File: src/rtl/psc_pkg.sv
// Package: shared types, codes and signal constants for the signal controller.
`timescale 1ns / 1ps

package psc_pkg;

   localparam int PROCS_DEF   = 64;
   localparam int SIGNALS_DEF = 64;
   localparam int MASK_W      = 64;

   localparam logic [6:0] SIG_KILL  = 7'd9;
   localparam logic [6:0] SIG_STOP  = 7'd19;
   localparam logic [6:0] SIG_CONT  = 7'd18;
   localparam logic [6:0] SIG_TSTP  = 7'd20;
   localparam logic [6:0] SIG_TTIN  = 7'd21;
   localparam logic [6:0] SIG_TTOU  = 7'd22;
   localparam logic [6:0] SIG_CHLD  = 7'd17;
   localparam logic [6:0] SIG_URG   = 7'd23;
   localparam logic [6:0] SIG_WINCH = 7'd28;

   localparam logic [MASK_W-1:0] PROT_MASK =
      (MASK_W'(1) << SIG_KILL) | (MASK_W'(1) << SIG_STOP);

   typedef enum logic [2:0] {
      CMD_SEND     = 3'd0,
      CMD_REGISTER = 3'd1,
      CMD_BLOCK    = 3'd2,
      CMD_UNBLOCK  = 3'd3,
      CMD_SET_MASK = 3'd4,
      CMD_DISPATCH = 3'd5,
      CMD_QUERY    = 3'd6,
      CMD_UNKNOWN  = 3'd7
   } cmd_type;

   typedef enum logic [3:0] {
      ST_OK           = 4'd0,
      ST_BAD_ARG      = 4'd1,
      ST_PROTECTED    = 4'd2,
      ST_NO_PROC      = 4'd3,
      ST_BAD_HOW      = 4'd4,
      ST_NONE_PENDING = 4'd5,
      ST_IGNORED      = 4'd6,
      ST_DEF_TERM     = 4'd7,
      ST_DEF_IGNORE   = 4'd8,
      ST_DEF_STOP     = 4'd9,
      ST_USER         = 4'd10
   } status_type;

   typedef enum logic [1:0] {
      ACT_NONE  = 2'd0,
      ACT_READY = 2'd1,
      ACT_STOP  = 2'd2,
      ACT_TERM  = 2'd3
   } action_type;

   typedef enum logic [1:0] {
      HDL_DEFAULT = 2'd0,
      HDL_IGNORE  = 2'd1,
      HDL_USER    = 2'd2,
      HDL_INVALID = 2'd3
   } handler_type;

   typedef enum logic [1:0] {
      HOW_REPLACE = 2'd0,
      HOW_ADD     = 2'd1,
      HOW_REMOVE  = 2'd2,
      HOW_INVALID = 2'd3
   } how_type;

   typedef enum logic [1:0] {
      DK_TERM   = 2'd0,
      DK_IGNORE = 2'd1,
      DK_STOP   = 2'd2
   } defkind_type;

   typedef struct packed {
      logic              proc_held;
      logic              proc_exists;
      logic [MASK_W-1:0] mask_bits;
      logic [1:0]        mask_how;
      logic [1:0]        handler_class;
      logic [6:0]        signal_number;
      logic [7:0]        proc_id;
      logic [2:0]        command;
   } req_type;

   typedef struct packed {
      logic [MASK_W-1:0] blocked_out;
      logic [MASK_W-1:0] pending_out;
      action_type        proc_action;
      logic [5:0]        picked_signal;
      logic [1:0]        old_handler;
      status_type        status;
   } result_type;

   function automatic defkind_type default_kind(input logic [6:0] sig);
      defkind_type k;
      case (sig) inside
         SIG_CHLD, SIG_URG, SIG_WINCH, SIG_CONT: k = DK_IGNORE;
         SIG_STOP, SIG_TSTP, SIG_TTIN, SIG_TTOU: k = DK_STOP;
         default:                                k = DK_TERM;
      endcase
      return k;
   endfunction

endpackage

File: src/rtl/psc_exec.sv
// Command logic: modifies one process row and forms the result.
`timescale 1ns / 1ps

module psc_exec
   import psc_pkg::*;
#(
   parameter int PROCS   = PROCS_DEF,
   parameter int SIGNALS = SIGNALS_DEF
) (
   input  req_type              req,
   input  logic [MASK_W-1:0]    pend,
   input  logic [MASK_W-1:0]    blk,
   input  logic [2*SIGNALS-1:0] hdl,
   output logic                 wr_en,
   output logic [MASK_W-1:0]    npend,
   output logic [MASK_W-1:0]    nblk,
   output logic [2*SIGNALS-1:0] nhdl,
   output result_type           rsp
);

   localparam int SW = $clog2(SIGNALS);
   localparam int HW = 2 * SIGNALS;
   localparam logic [MASK_W-1:0] SPAN =
      (SIGNALS >= MASK_W) ? {MASK_W{1'b1}} : ((MASK_W'(1) << SIGNALS) - MASK_W'(1));
   localparam logic [MASK_W-1:0] VALID_MASK = SPAN & ~MASK_W'(1);

   logic              pid_ok;
   logic              sig_ok;
   logic              sig_prot;
   logic [SW-1:0]     sidx;
   logic [MASK_W-1:0] sig_bit;
   logic [MASK_W-1:0] sel;
   logic [MASK_W-1:0] ready;
   logic [5:0]        pick;
   logic [1:0]        hcur;
   logic [1:0]        hpick;
   cmd_type           cmd;

   assign pid_ok   = {1'b0, req.proc_id} < 9'(PROCS);
   assign sig_ok   = (req.signal_number != 7'd0) && (req.signal_number < 7'(SIGNALS));
   assign sig_prot = (req.signal_number == SIG_KILL) || (req.signal_number == SIG_STOP);
   assign sidx     = req.signal_number[SW-1:0];
   assign sig_bit  = MASK_W'(1) << req.signal_number[5:0];
   assign sel      = req.mask_bits & VALID_MASK;
   assign ready    = pend & ~blk & VALID_MASK;
   assign hcur     = hdl[{sidx, 1'b0} +: 2];
   assign hpick    = hdl[{pick[SW-1:0], 1'b0} +: 2];
   assign cmd      = cmd_type'(req.command);

   always_comb begin
      pick = 6'd0;
      for (int i = SIGNALS - 1; i >= 1; i--) begin
         if (ready[i]) begin
            pick = 6'(i);
         end
      end
   end

   always_comb begin
      wr_en = 1'b0;
      npend = pend;
      nblk  = blk;
      nhdl  = hdl;
      rsp   = '0;
      rsp.status = ST_OK;
      unique case (cmd) inside
         CMD_SEND: begin
            if (!sig_ok) begin
               rsp.status = ST_BAD_ARG;
            end else begin
               npend = pend | sig_bit;
               wr_en = 1'b1;
               if (!req.proc_exists) begin
                  rsp.status = ST_NO_PROC;
               end else if (req.signal_number == SIG_KILL) begin
                  rsp.proc_action = ACT_TERM;
               end else if (req.signal_number == SIG_STOP || req.signal_number == SIG_TSTP ||
                            req.signal_number == SIG_TTIN ||
                            req.signal_number == SIG_TTOU) begin
                  rsp.proc_action = ACT_STOP;
               end else if (req.signal_number == SIG_CONT && req.proc_held) begin
                  rsp.proc_action = ACT_READY;
               end
            end
         end
         CMD_REGISTER: begin
            if (!sig_ok || req.handler_class == HDL_INVALID) begin
               rsp.status = ST_BAD_ARG;
            end else if (sig_prot) begin
               rsp.status = ST_PROTECTED;
            end else begin
               rsp.old_handler = hcur;
               nhdl  = (hdl & ~(HW'(3) << {sidx, 1'b0})) |
                       (HW'(req.handler_class) << {sidx, 1'b0});
               wr_en = 1'b1;
            end
         end
         CMD_BLOCK, CMD_UNBLOCK: begin
            if (!sig_ok) begin
               rsp.status = ST_BAD_ARG;
            end else if (sig_prot) begin
               rsp.status = ST_PROTECTED;
            end else begin
               nblk  = (cmd == CMD_BLOCK) ? (blk | sig_bit) : (blk & ~sig_bit);
               wr_en = 1'b1;
            end
         end
         CMD_SET_MASK: begin
            wr_en = 1'b1;
            case (how_type'(req.mask_how))
               HOW_REPLACE: nblk = sel & ~PROT_MASK;
               HOW_ADD:     nblk = (blk | sel) & ~PROT_MASK;
               HOW_REMOVE:  nblk = blk & ~sel & ~PROT_MASK;
               default: begin
                  rsp.status = ST_BAD_HOW;
                  wr_en      = 1'b0;
               end
            endcase
         end
         CMD_DISPATCH: begin
            if (ready == '0) begin
               rsp.status = ST_NONE_PENDING;
            end else begin
               npend = pend & ~(MASK_W'(1) << pick);
               wr_en = 1'b1;
               rsp.picked_signal = pick;
               case (handler_type'(hpick))
                  HDL_IGNORE:  rsp.status = ST_IGNORED;
                  HDL_DEFAULT: begin
                     case (default_kind({1'b0, pick}))
                        DK_IGNORE: rsp.status = ST_DEF_IGNORE;
                        DK_STOP:   rsp.status = ST_DEF_STOP;
                        default: begin
                           rsp.status      = ST_DEF_TERM;
                           rsp.proc_action = ACT_TERM;
                        end
                     endcase
                  end
                  default:     rsp.status = ST_USER;
               endcase
            end
         end
         CMD_QUERY: begin
         end
         default: begin
            rsp.status = ST_BAD_ARG;
         end
      endcase
      rsp.pending_out = npend;
      rsp.blocked_out = (cmd == CMD_SET_MASK) ? blk : nblk;
      if (!pid_ok || cmd == CMD_UNKNOWN) begin
         wr_en = 1'b0;
         rsp   = '0;
         rsp.status = ST_BAD_ARG;
      end
   end

endmodule
File: config.mk
export PLATFORM = sky130hd
export DESIGN_NAME = psc_exec
export DESIGN_NICKNAME = d
export VERILOG_FILES = /design/src/rtl/psc_pkg.sv /design/src/rtl/psc_exec.sv
export SDC_FILE = /design/constraint.sdc
export NUM_CORES = 1
export LEC_CHECK = 0
export BUFFER_PORTS_ARGS = -buffer_cell sky130_fd_sc_hd__buf_2
export CORE_AREA = 4 4 290 292
export DETAILED_ROUTE_END_ITERATION = 16
export DIE_AREA = 0 0 294 296
export SETUP_SLACK_MARGIN = 0.05
export SKIP_LAST_GASP = 1
export SLEW_MARGIN = 20
export SYNTH_ARGS = -nofsm -noshare
export SYNTH_HDL_FRONTEND = slang
export SYNTH_SLANG_ARGS = --single-unit
File: constraint.sdc
create_clock -name vclk -period 10.5
set_input_delay 2.1 -clock vclk [all_inputs]
set_output_delay 2.1 -clock vclk [all_outputs]
set_load 0.1 [all_outputs]
==> After elaboration in Yosys (flattened, before gate mapping) <==
Cells that the tools add are included.
{ "op_classes": {"magnitude_cmp": 2, "n_eq_ne": 27, "shifts": 6, "muxes": 112, "n_bitwise": 14, "n_reduce_logical": 20} }
{ "op_table": {"columns": ["operator", "count"], "rows": [
  ["$mux 128", 3],
  ["$mux 6", 64],
  ["$mux 64", 6],
  ["$and 64x64->64", 4],
  ["$not 64->64", 4],
  ["$pmux 64 s2", 2],
  ["$shiftx 128x8->2", 2],
  ["$or 64x64->64", 3],
  ["$pmux 64 s3", 1],
  ["$mux 142", 1],
  ["$and 128x128->128", 1],
  ["$not 128->128", 1],
  ["$or 128x128->128", 1],
  ["$shl 1x6->64 const A", 2],
  ["$shl 2x7->128", 1],
  ["$shl 2x7->128 const A", 1],
  ["$logic_not 64->1", 1],
  ["$eq 6x5->1 const B", 8],
  ["$mux 2", 19],
  ["$eq 7x5->1 const B", 5],
  ["$pmux 4 s6", 1],
  ["$pmux 4 s2", 2],
  ["$eq 3x3->1 const B", 4],
  ["$lt 8x7->1 const B", 1],
  ["21 further kinds", 43]
]} }
{ "totals": {"register_bits": 0, "input_bits": 344, "out_inout_bits": 399, "elab_cells": 181} }

==> Logic depth before layout (Yosys ltp) <==
{ "depth": {"word_depth": 79, "mapped_depth": 17, "mapped_depth_nobuf": 13} }

==> Worst setup path before layout <==
OpenSTA, ideal clock, no wires.
{ "synth_timing": {"path_kind": "input port to output port", "from": "input port req[14] (netlist bit)", "to": "output port rsp[123] (netlist bit)", "arrival_ns": 8.561, "required_ns": 8.400, "setup_slack_ns": -0.161, "path_stages": 8, "path_buffers": 2, "cell_sequence": "buf_1 clkbuf_1 nand2_1 nor2_1 nand3_1 o311ai_0 mux2i_1 nor2_1"} }
{ "synth_rtl": {"columns": ["item", "line_no", "text"], "rows": [
  ["from (decl)", "psc_exec.sv:10", "input req_type req,"],
  ["to (decl)", "psc_exec.sv:18", "output result_type rsp"]
]} }

==> flow_summary.yaml <==
synthesis:
  yosys.area.top_type: "mux2_2"
  syn_avg_cell_area_um2: 6.05
  synth_top_area_share_pct: 10.2
  netlist_area_um2: 10600
  post-synth-top-count-cell: "nand2_1"
  ys_types: 78
  ys_seq_area_share_pct: 0
  synth_cells: 1756
  ys_top_cells_by_count: "257 x nand2_1, 233 x nor2_1, 212 x o21ai_0"
  synth_area_leaders: "mux2_2 10%, o21ai_0 10%, nand2_1 9.1%"
  synth.net_count: 2100
  ys_warn_count: 0
finish:
  fillerInstances: 9485
  final_layout_size_suffix_gt1_share_pct: 40.8
  utilization_pct: 19.5
  syn_to_final_growth_pct: 49.6
  nets: 2772
  final_area_um2: 15900
  seqCellArea_um2: 0
  clock_buffers: 0
  fin_cells: 3528
  seq_cells: 0
floorplanning:
  die_area_um2: 87000
  core_area_um2: 81600
  start_util_pct: 13.0
  die_y_um: 296
  rows: 105
  die_w_um: 294
  pin_count: 743
pwr:
  finalPower_uw: 1350
  p_leak_uw: 0.00680
  internal-power_uw: 276
  power_density_nw_per_um2: 85.3
  pwr-share-comb_pct: 100.0
  switching_share_pct: 79.6
  seqPwrFrac_pct: 0
  power.share.clock_pct: 0
  ir_drop_mv: 0.0485
  power_switching_uw: 1080
drt:
  routed_wl_um: 123000
  drc: 0
  vias_per_cell: 5.33
  drt_iter0_markers: 2299
  via_count: 18787
  firstDrtPassIters: 6
  wl_per_cell_um: 34.8
  detail-route-antenna-nets: 0
place:
  place_inst: 3496
  place_congestion: 0.988
  placed_cell_area_um2: 15800
  port_buffers: 734
  dp.final_hpwl_um: 102000
worst_setup_path:
  cpPeakStageDelay_ps: 900
  end_kind: "output port"
  cpMaxStageDelayCell: "a2111oi_0"
  cp-start-kind: "primary input"
  crit_required_ps: 8400
  cp_cell_sequence: "buf_2 -> nand2b_1 -> a221oi_1 -> o2111ai_1 -> a211oi_1 -> o21a_1 -> nor4_1 -> or2_1 -> buf_4 -> a221o_1 -> a221oi_1 -> o32ai_1 -> a2111oi_0 -> nand3b_1 -> buf_2"
  worstPathArrival_ps: 7950
  crit_type: "primary input to output port"
  cp_max_fo: 14
min_path:
  hp-class: "primary input to output port"
timing:
  hold_viol_final: 0
  min_period_ps: 10050
  tns_ps: 0
  setup_viol: 0
  relSlewSlack_pct: 17.8
  tightest_slew_ps: 1220
  period_share_pct: 95.7
  max_freq_mhz: 99.5
  rsz0062_at_grt: "false"
  slew_viol_final: 0
global_route:
  track_usage_pct: 26.3
  grt_max_degree: 63
  grt_overflow: 0
  grt_pass1_vias: 17103
  grt_pass1_wl_um: 157000
  antenna_found_initial: 61
run:
  cap_violations: 0
cts:
  post_cts_buffers: 0
  hold_buffers: 0
  ctsResizeCount: 0
outcome:
  status: "complete, no violations"
power by group through the flow:
stage / clock network, µW / logic (µW) / registers (µW)
2_1_floorplan: 0 / 931 / 0
3_3_place_gp: 0 / 1330 / 0
3_5_place_dp: 0 / 1340 / 0
4_1_cts: 0 / 1340 / 0
5_1_grt: 0.000103 / 1390 / 0
6_report: 0.000109 / 1350 / 0
routing by layer:
| layer | vias to the layer above | global-route usage (%) | wire, µm |
|---|---|---|---|
| met5 | - | 0 | 291 |
| met3 | 275 | 8.18 | 13400 |
| met4 | 46 | 8.79 | 5160 |
| met1 | 9086 | 33.9 | 50200 |
| li1 | 7939 | - | - |
| met2 | 1441 | 41.7 | 53700 |
cell type report:
type,instances,area [µm²],area share [%]
Inverter,41,154,0.969
Tap cell,1070,1340,8.43
Timing Repair Buffer,815,4310,27.1
Multi-Input combinational cell,1570,10000,63.0
Antenna cell,32,80.1,0.504
metrics by stage:
step / setup WS [ps] / hold slack (ps)
2_1_floorplan: 304 / 4540
3_3_place_gp: 811 / 4580
3_5_place_dp: 823 / 4580
4_1_cts: 782 / 4580
5_1_grt: 551 / 4580
6_report: 448 / 4580
layout by cell type, fill, tap and decap left out, drive strengths merged, types with 32 or more instances in the layout:
cell	instances
nor2b	49
diode	32
nand2	257
nor2	233
o211ai	39
nand3	67
and2	73
mux2	97
nand2b	53
mux4	42
buf	815
a21oi	70
o21ai	216
inv	40
nor3	63
critical path, delay by kind of cell:
kind            cells  cell delay (ps)
buf+inv             3              930
compound gates      8             3860
simple gates        4             1000
path summary, 6_finish.rpt:
check	cells after the start	slack [ps]	startpoint	endpoint
worst min-delay path	2	4580	pend[0]	npend[0]
worst max-delay path	15	450	blk[62]	rsp[0]
logic make-up (layout without fill, tap and decap cells):
family	after synthesis	after routing	synth area share, %
multiplexers	145	145	19.8
buffers and inverters	186	856	6.82
AO/OA/AOI/OAI	563	563	35.2
other	0	32	0
AND/OR/NAND/NOR	862	862	38.2
No activity file was read; power rests on OpenSTA's default activity.
